### config.mk
export PLATFORM = sky130hd
export DESIGN_NAME = edsc_cell
export DESIGN_NICKNAME = d
export VERILOG_FILES = /design/src/sv/edsc_pkg.sv /design/src/sv/edsc_cell.sv
export SDC_FILE = /design/constraint.sdc
export NUM_CORES = 1
export LEC_CHECK = 0
export CELL_PAD_IN_SITES_DETAIL_PLACEMENT = 1
export CELL_PAD_IN_SITES_GLOBAL_PLACEMENT = 1
export CORE_MARGIN = 4
export CORE_UTILIZATION = 35
export DETAILED_ROUTE_END_ITERATION = 6
export DONT_BUFFER_PORTS = 1
export GPL_ROUTABILITY_DRIVEN = 0
export GPL_TIMING_DRIVEN = 0
export HOLD_SLACK_MARGIN = 0.12
export PLACE_DENSITY = 0.63
export SLEW_MARGIN = 20
export SYNTH_ARGS = -nofsm -noshare
export SYNTH_HDL_FRONTEND = slang
export SYNTH_SLANG_ARGS = --single-unit
export TNS_END_PERCENT = 1
### constraint.sdc
create_clock -name clk -period 10.9 [get_ports clk]
set_clock_uncertainty 0.05 [all_clocks]
set_input_delay 1.635 -clock clk [delete_from_list [all_inputs] [get_ports clk]]
set_output_delay 1.635 -clock clk [all_outputs]
set_load 0.01 [all_outputs]
### src/sv/edsc_pkg.sv
`default_nettype none

package edsc_pkg;

    localparam int MAX_LEN_DEF = 128;
    localparam int SYM_W       = 8;
    localparam int ACT_W       = 2;
    localparam int DIST_W      = 9;
    localparam int DIST_MAX    = 511;
    localparam int SUB_COST    = 2;

    typedef enum logic [ACT_W-1:0] {
        ACT_START  = 2'd0,
        ACT_FIRST  = 2'd1,
        ACT_SECOND = 2'd2,
        ACT_REPORT = 2'd3
    } action_t;

    // control bits of a token moving down the cell chain
    typedef struct packed {
        logic valid;
        logic report;
        logic ovf;
    } tok_ctl_t;

endpackage

`default_nettype wire

### src/sv/edsc_cell.sv
`default_nettype none

module edsc_cell #(
    parameter int MAX_LEN = edsc_pkg::MAX_LEN_DEF,
    parameter int IDX     = 0,
    parameter int IW      = $clog2(MAX_LEN),
    parameter int LW      = $clog2(MAX_LEN + 1),
    parameter int VW      = $clog2(2 * MAX_LEN + 3)
) (
    input  wire logic                      clk,
    input  wire logic                      rst_n,
    input  wire logic                      adv,
    input  wire logic [LW-1:0]             fl,
    input  wire logic                      wr_en,
    input  wire logic [IW-1:0]             wr_idx,
    input  wire logic [edsc_pkg::SYM_W-1:0] wr_sym,
    input  wire edsc_pkg::tok_ctl_t        in_ctl,
    input  wire logic [edsc_pkg::SYM_W-1:0] in_sym,
    input  wire logic [VW-1:0]             in_newv,
    input  wire logic [VW-1:0]             in_oldv,
    output edsc_pkg::tok_ctl_t             out_ctl,
    output logic [edsc_pkg::SYM_W-1:0]     out_sym,
    output logic [VW-1:0]                  out_newv,
    output logic [VW-1:0]                  out_oldv
);

    edsc_pkg::tok_ctl_t              ctl_reg;
    logic [edsc_pkg::SYM_W-1:0]      chr_reg;
    logic [VW-1:0]                   val_reg;
    logic [edsc_pkg::SYM_W-1:0]      sym_reg;
    logic [VW-1:0]                   newv_reg;
    logic [VW-1:0]                   oldv_reg;

    logic                            hit;
    logic                            tap;
    logic [VW-1:0]                   cost_up;
    logic [VW-1:0]                   cost_left;
    logic [VW-1:0]                   cost_diag;
    logic [VW-1:0]                   best;

    assign hit = wr_en && (wr_idx == IW'(IDX));
    // this cell holds the row entry at the first string's length
    assign tap = in_ctl.report && (fl == LW'(IDX + 1));

    always_comb
    begin
        cost_up   = val_reg + VW'(1);
        cost_left = in_newv + VW'(1);
        cost_diag = in_oldv + ((chr_reg == in_sym) ? VW'(0) : VW'(edsc_pkg::SUB_COST));
        best      = (cost_up < cost_left) ? cost_up : cost_left;
        if (cost_diag < best)
        begin
            best = cost_diag;
        end
    end

    always_ff @(posedge clk or negedge rst_n)
    begin
        if (!rst_n)
        begin
            ctl_reg <= '0;
        end
        else if (adv)
        begin
            ctl_reg <= in_ctl;
        end
    end

    always_ff @(posedge clk)
    begin
        if (hit)
        begin
            chr_reg <= wr_sym;
            val_reg <= VW'(IDX + 1);
        end
        else if (adv && in_ctl.valid && !in_ctl.report)
        begin
            val_reg <= best;
        end

        if (adv)
        begin
            sym_reg  <= in_sym;
            oldv_reg <= val_reg;
            if (in_ctl.report)
            begin
                newv_reg <= tap ? val_reg : in_newv;
            end
            else
            begin
                newv_reg <= best;
            end
        end
    end

    assign out_ctl  = ctl_reg;
    assign out_sym  = sym_reg;
    assign out_newv = newv_reg;
    assign out_oldv = oldv_reg;

endmodule

`default_nettype wire

==> run summary, run 1 <==
maximum clock rate = 176 MHz
Slew Viols, Final = 0
Layout area overhead = 8.62%
Initial Util = 35.9%
critical-path cell list = ha_1, nand3_1, xor2_1, ha_1, a21o_2, a21oi_1, a221o_2, and2_4, buf_6, mux2i_1, inv_1, ha_1, a21o_1, a221oi_1, o21ai_0, a21oi_1, a21oi_4, mux2i_1, o21ai_0
via count = 1862
Layout fillers = 875
routing usage on met2 = 24.6%
Req. time, crit path = 10.86 ns
initial DRC count = 57
TritonCTS clock tree = yes
Skew-Pair Late Insertion Delay = 0.29 ns
Fin Setup TNS = 0 ns
Distinct cells, synth = 42
CTS root buffer = clkbuf_8
Synth area leader = edfxtp_1
Crit Path Category = in -> reg
met3 Usage GRT = 3.32%
total die area = 9360 um2
Die Wd = 96.8 um
Pleak = 1.22 nW
final period utilization = 52.2%
gr usage total = 14.1%
number of buffers created by CTS = 5
Rows = 32
Final HPWL DP = 5.35 mm
area of the core = 7690 um2
crit path time final = 5.69 ns
worst r2r dst = out_newv[7]$_DFFE_PP_
post-CTS setup buffer count = 0
most common cell in the netlist = edfxtp_1
Cells after Synth = 250
Antenna Violating Nets Remaining = 0
CP most frequent cell = ha_1
CP max stage cell = a221oi_1
final wirelength = 6.40 mm
share of the synthesized area in the top cell type = 37.0%
fin nets = 332
first-pass GRT wire length = 10.6 mm
top cells by area, synth = edfxtp_1, ha_1, xor2_1
number of flops mapped to enable cells by yosys = 34
Psw = 0.291 mW
Reg clk slew, reported paths = 0.08 ns
largest net degree at the start of global routing = 31
outcome = finished, final reports clean
Ant. Diodes = 0
Worst R2R Setup Slack = 5.82 ns
switching share of total power = 38.8%
final hold viol count = 0
Internal = 0.458 mW
IO Port Bufs = 0
slowest stage delay, CP = 0.39 ns
clock sinks = 46
FF-to-FF path depth = 20
RSZ-0062 raised after global routing = no
critical path endpoint category = register
post_cts resized = 0
grt met1 use = 17.2%
sequential share of the synthesized area = 46.3%
power per cell area = 250 nW/um2
slew of the pin with the lowest slew margin = 0.653 ns
Max FO, Critical Path = 8
fraction of registers with async set/reset = 6.52%
Reg power frac = 38.7%
Final Setup Violations = 0
synthesized net count = 325
pre-CTS setup slack = 4.88 ns
Final Worst Setup Slack = 5.21 ns
Synth top cells by count = edfxtp_1, nand2_1, xor2_1
Combinational Power Share = 45.0%
number of remaining DRC errors = 0
vias in the first global route = 2011
H-tree depth = 2
vias per inst = 5.17
Power Total = 0.749 mW
Hold-fix buffers, CTS = 0
Die H = 96.8 um
Max Cap Viol = 0
I/O Pins = 85
crit path launch = in_newv[0]
Pre-antenna DRT Iters = 4
syn avg cell area = 11.0 um2
top_reg_cell synth = edfxtp_1
antenna violations before repair = 0
synthesis-stage register bit count = 46
path type of the worst min-delay path = reg -> reg
Remaining Overflow, GRT = 0
Clk pwr share = 16.3%
cell area after synthesis = 2760 um2
slew margin rel. = 56.5%
CP arrival = 5.65 ns
Worst Setup Start Kind = input pin
yosys warns = 0
crit path to = out_newv[7]$_DFFE_PP_
busiest grt layer = met2
fraction of layout cells with a size suffix above 1 = 13.6%
worst r2r src = val_reg[0]$_SDFFE_PP1P_
Max Buffers Root-to-Sink = 2
Peak VDD IR = 0.117 mV
Avg WL per Cell = 17.8 um
[layout make-up]
class | count | area, um2 | share of cell area, %
multi-input combinational | 180 | 1380 | 46.2
sequential | 46 | 1280 | 42.6
tap | 102 | 128 | 4.26
clock buffer | 6 | 72.6 | 2.42
inverter | 19 | 71.3 | 2.38
clock inverter | 2 | 37.5 | 1.25
buffer | 5 | 26.3 | 0.877
[worst min path at each step]
stage | start | depth (start not counted) | endpoint | slack, ns
4_1_cts | val_reg[8]$_SDFFE_PP0P_ | 2 | val_reg[8]$_SDFFE_PP0P_ | 0.48
2_1_floorplan | val_reg[8]$_SDFFE_PP0P_ | 0 | out_oldv[8]$_DFFE_PP_ | 0.42
6_report | val_reg[8]$_SDFFE_PP0P_ | 2 | val_reg[8]$_SDFFE_PP0P_ | 0.48
3_3_place_gp | val_reg[8]$_SDFFE_PP0P_ | 2 | val_reg[8]$_SDFFE_PP0P_ | 0.46
5_1_grt | val_reg[8]$_SDFFE_PP0P_ | 0 | out_oldv[8]$_DFFE_PP_ | 0.50
3_5_place_dp | val_reg[8]$_SDFFE_PP0P_ | 2 | val_reg[8]$_SDFFE_PP0P_ | 0.47
[worst max-delay path, delay by kind of cell]
family / cells / cell delay [ns]
AO/OA/AOI/OAI: 9 / 1.88
XOR/XNOR: 1 / 0.22
adder cells (fa/ha/maj): 3 / 0.81
buffers and inverters: 2 / 0.22
multiplexers: 2 / 0.62
AND/OR/NAND/NOR: 2 / 0.26
[layer usage]
metal	wire, um	share of wire, %
met5	0	0
met4	68	1.1
met3	287	4.5
met2	3250	51
met1	2790	44
[stage by stage]
step           instances  hold WS, ns  cell area, um2  utilization (%)
3_3_place_gp         352        0.461            2890             37.5
6_report             360        0.476            3000             39.0
3_5_place_dp         352        0.471            2890             37.5
4_1_cts              360        0.481            3000             39.0
2_1_floorplan        250        0.418            2760                -
5_1_grt              360        0.503            3000             39.0
[cell families after synthesis]
kind of cell,share of synthesized area [%]
buffers and inverters,3.54
xor gates and xnor gates,8.89
and+or+nand+nor,11.5
DFF,46.3
AOI/OAI and AO/OA,9.80
adders and majority gates,8.62
muxes,11.3
[power by group through the flow]
stage	clock network [mW]	registers (mW)	logic, mW
detailed placement	0	0.294	0.339
floorplan	0	0.278	0.263
global route	0.135	0.296	0.384
global placement	0	0.293	0.335
CTS	0.126	0.291	0.341
finish	0.122	0.290	0.337
[placed cells by master (no fill, tap or decap), drive strengths merged, types with 2 or more instances in the layout]
master	instances
o21ai	16
xnor2	6
nor3	3
clkbuf	10
nor2	13
mux2	14
mux2i	14
a21oi	12
ha	19
inv	19
and3	3
a21o	3
a211oi	2
dfrtp	3
nand3	10
nand2	24
edfxtp	34
nand4	3
dfxtp	9
xor2	22
nor4	3
(Power assumes the default switching activity.)
==> run 2: changes to the inputs <==
Settings changed: ABC_AREA set to 1, PLACE_DENSITY 0.63 to 0.65.
Clock period 10.9 ns to 5.33 ns, I/O delays scaled along.
==> run 2 against run 1 <==
  * First-iteration DRC count grew 84%
  * Die area increased by 5.7%
  * Clock power rose by 79%
  * Critical path type is now reg -> reg
  * Sequential share of layout area fell by 2.3 points
  * Count of clock-buffer cells in the layout unchanged
  * Cell area rose by 5.7%
  * Register-to-register slack worse by 5.1 ns
  * Critical path depth increased by 3
  * Area after synthesis increased by 6.3%
  * Sequential cell count did not move
  * Combinational power grew to 2.7 times the previous value
==> run summary, run 2 <==
outcome = finished, final reports clean (unchanged)
number of buffers created by CTS = 5 (unchanged)
commonest non-fill, non-tap cell in the layout = nand2_1 (was edfxtp_1)
critical path endpoint category = register (unchanged)
Ant. Diodes = 0 (unchanged)
CP arrival = 4.59 ns (was 5.65 ns)
Max FO, Critical Path = 10 (was 8)
top cells by area, synth = edfxtp_1, nand2_1, ha_1 (was edfxtp_1, ha_1, xor2_1)
first-pass GRT wire length = 12.8 mm (was 10.6 mm)
post-synthesis simple-gate area fraction = 25.2% (was 11.5%)
Clk pwr share = 12.9% (was 16.3%)
slowest stage delay, CP = 0.69 ns (was 0.39 ns)
number of remaining DRC errors = 0 (unchanged)
number of flops mapped to enable cells by yosys = 34 (unchanged)
vias in the first global route = 2410 (was 2011)
sequential share of the synthesized area = 43.6% (was 46.3%)
Worst Setup Start Kind = register (was input pin)
final hold viol count = 0 (unchanged)
Pre-antenna DRT Iters = 4 (unchanged)
antenna violations before repair = 0 (unchanged)
H-tree depth = 2 (unchanged)
Synth Area in XOR/XNOR = 6.58% (was 8.89%)
final period utilization = 86.1%
slew margin rel. = 39.5% (was 56.5%)
Synth Area in Adders = 8.11% (was 8.62%)
design area = 3170 um2 (was 3000 um2)
top_reg_cell synth = edfxtp_1 (unchanged)
crit path launch = val_reg[0]$_SDFFE_PP1P_ (was in_newv[0])
CP most frequent cell = nand2_1 (was ha_1)
crit-path leading delay family = compound AO/OA/AOI/OAI gates (unchanged)
syn avg cell area = 8.64 um2 (was 11.0 um2)
via count = 2276 (was 1862)
fraction of layout cells with a size suffix above 1 = 11.5% (was 13.6%)
Die Wd = 99.5 um (was 96.8 um)
most frequent cells in the layout = nand2_1, inv_1, edfxtp_1 (was edfxtp_1, nand2_1, xor2_1)
mux share of post-synthesis cell area = 0.384% (was 11.3%)
Crit Path Category = reg -> reg (was in -> reg)
I/O Pins = 85 (unchanged)
Synth top cells by count = nand2_1, inv_1, edfxtp_1 (was edfxtp_1, nand2_1, xor2_1)
area of the core = 8180 um2 (was 7690 um2)
post_cts resized = 0 (unchanged)
Reg power frac = 34.0% (was 38.7%)
fin nets = 422 (was 332)
largest net degree at the start of global routing = 32 (was 31)
compound-gate portion of the synthesized area = 9.39% (was 9.80%)
clock sinks = 46 (unchanged)
Psw = 0.784 mW (was 0.291 mW)
initial DRC count = 105 (was 57)
maximum clock rate = 218 MHz
Initial Util = 35.8% (was 35.9%)
path type of the worst min-delay path = in -> async (was reg -> reg)
Reg clk slew, reported paths = 0.08 ns (about the same)
Max Buffers Root-to-Sink = 2 (unchanged)
Layout fillers = 958 (was 875)
Avg WL per Cell = 17.3 um (was 17.8 um)
Antenna Violating Nets Remaining = 0 (unchanged)
share of the synthesized area in the top cell type = 34.8% (was 37.0%)
Cells after Synth = 339 (was 250)
Slew Viols, Final = 0 (unchanged)
TritonCTS clock tree = yes (unchanged)
total die area = 9900 um2 (was 9360 um2)
Final Setup Violations = 0 (unchanged)
Max Cap Viol = 0 (unchanged)
Layout area overhead = 8.07% (was 8.62%)
CP max stage cell = a2111oi_4 (was a221oi_1)
worst path buffer plus inverter count = 3 (was 2)
Remaining Overflow, GRT = 0 (unchanged)
Internal = 0.908 mW (was 0.458 mW)
Fin Setup TNS = 0 ns (unchanged)
Skew-Pair Late Insertion Delay = 0.30 ns (was 0.29 ns)
final wirelength = 7.83 mm (was 6.40 mm)
yosys warns = 0 (unchanged)
slew of the pin with the lowest slew margin = 0.908 ns (was 0.653 ns)
Final HPWL DP = 6.65 mm (was 5.35 mm)
most common cell in the netlist = nand2_1 (was edfxtp_1)
RSZ-0062 raised after global routing = no (unchanged)
Post-DP Area = 3060 um2 (was 2890 um2)
Hold-fix buffers, CTS = 0 (unchanged)
Rows = 33 (was 32)
Req. time, crit path = 5.33 ns (was 10.86 ns)
critical-path cell list = ha_1, nand3_2, nor3_2, nand2_1, xor2_1, ha_1, a21oi_1, nand2_4, buf_8, inv_1, nand2_1, o21ai_1, inv_1, ha_1, a21oi_1, nor2_1, a2111oi_4, nand2_8, nand2_2, nand2_1, nand2_1, nand2_1 (was ha_1, nand3_1, xor2_1, ha_1, a21o_2, a21oi_1, a221o_2, and2_4, buf_6, mux2i_1, inv_1, ha_1, a21o_1, a221oi_1, o21ai_0, a21oi_1, a21oi_4, mux2i_1, o21ai_0)
worst r2r src = val_reg[0]$_SDFFE_PP1P_ (unchanged)
crit path time final = 4.59 ns
Synth area leader = edfxtp_1 (unchanged)
vias per inst = 5.02 (was 5.17)
Peak VDD IR = 0.117 mV (about the same)
post-CTS setup buffer count = 0 (unchanged)
Distinct cells, synth = 36 (was 42)
IO Port Bufs = 0 (unchanged)
largest family of logic cells by synthesized area = simple AND/OR/NAND/NOR gates (unchanged)
gr usage total = 16.4% (was 14.1%)
synthesized net count = 414 (was 325)
power per cell area = 534 nW/um2 (was 250 nW/um2)
fraction of registers with async set/reset = 6.52% (unchanged)
Die H = 99.5 um (was 96.8 um)
CTS root buffer = clkbuf_8 (unchanged)
synthesis-stage register bit count = 46 (unchanged)
switching share of total power = 46.3% (was 38.8%)
Combinational Power Share = 53.1% (was 45.0%)
cell area after synthesis = 2930 um2 (was 2760 um2)
Pleak = 1.38 nW (was 1.22 nW)
run 2: cell types whose count changed in the layout (fill, tap and decap cells not counted), moves of 11 or more:
| cell | previous run | this run |
|---|---|---|
| nand2_2 | 0 | 11 |
| mux2i_1 | 14 | 0 |
| nand3_1 | 9 | 27 |
| inv_1 | 19 | 39 |
| a21oi_1 | 11 | 23 |
| nand2_1 | 24 | 75 |
run 2: layer usage:
metal | part of all wire, % | global-route usage, % | up-vias
met5 | 0 | 0 | -
li1 | - | - | 1146
met2 | 47 | 27.3 | 72
met3 | 5.5 | 3.51 | 9
met4 | 2.2 | 5.67 | 0
met1 | 45 | 21.0 | 1049
run 2: worst reg2reg max path, stage by stage (launching register included):
cell and delay [ns]:
dfxtp_1 0.46, ha_1 0.24, nand3_2 0.16, nor3_2 0.18, nand2_1 0.08, xor2_1 0.21, ha_1 0.28, a21oi_1 0.30
nand2_4 0.13, buf_8 0.16, inv_1 0.07, nand2_1 0.05, o21ai_1 0.16, inv_1 0.13, ha_1 0.31, a21oi_1 0.14
nor2_1 0.09, a2111oi_4 0.69, nand2_8 0.16, nand2_2 0.11, nand2_1 0.06, nand2_1 0.05, nand2_1 0.08
run 2: logic make-up (layout without fill, tap and decap cells):
logic type | after synthesis | count (layout)
XOR/XNOR | 22 | 22
AO/OA/AOI/OAI | 49 | 49
flip-flops | 46 | 46
adder cells (fa/ha/maj) | 19 | 19
AND/OR/NAND/NOR | 152 | 152
buffers and inverters | 50 | 59
multiplexers | 1 | 1
run 2: area by class of cell:
class | instances | area [um2] | area share [%]
timing repair buffer | 1 | 10.0 | 0.316
buffer | 3 | 22.5 | 0.711
inverter | 47 | 176 | 5.57
clock inverter | 2 | 12.5 | 0.395
multi-input combinational | 243 | 1460 | 46.0
sequential | 46 | 1280 | 40.3
clock buffer | 6 | 82.6 | 2.61
tap | 105 | 131 | 4.15
run 2: metrics by stage:
stage	std cells	utilization [%]	hold slack, ns	setup WS, ns	power, mW
finish	453	38.7	0.139	0.742	1.69
global route	453	38.7	0.120	0.228	1.87
CTS	452	38.6	0.123	0.729	1.71
detailed placement	444	37.5	0.385	0.417	1.49
global placement	444	37.5	0.374	0.511	1.45
floorplan	339	-	0.358	1.03	1.26
run 2: power groups by stage:
stage,registers (mW),clock network (mW),logic [mW]
2_1_floorplan,0.554,0,0.702
3_3_place_gp,0.581,0,0.870
3_5_place_dp,0.588,0,0.903
4_1_cts,0.580,0.226,0.908
5_1_grt,0.587,0.243,1.05
6_report,0.576,0.218,0.898
run 2: final timing paths:
kind,to,depth (start not counted),slack (ns)
setup / recovery,out_newv[5]$_DFFE_PP_,22,0.74
hold / removal,out_ctl[0]$_DFFE_PN0P_,0,0.14
setup reg to reg,out_newv[5]$_DFFE_PP_,22,0.74
hold reg to reg,out_oldv[8]$_DFFE_PP_,0,0.41
max in group asynchronous,out_ctl[2]$_DFFE_PN0P_,1,4.43
min in group clk,out_oldv[8]$_DFFE_PP_,0,0.41
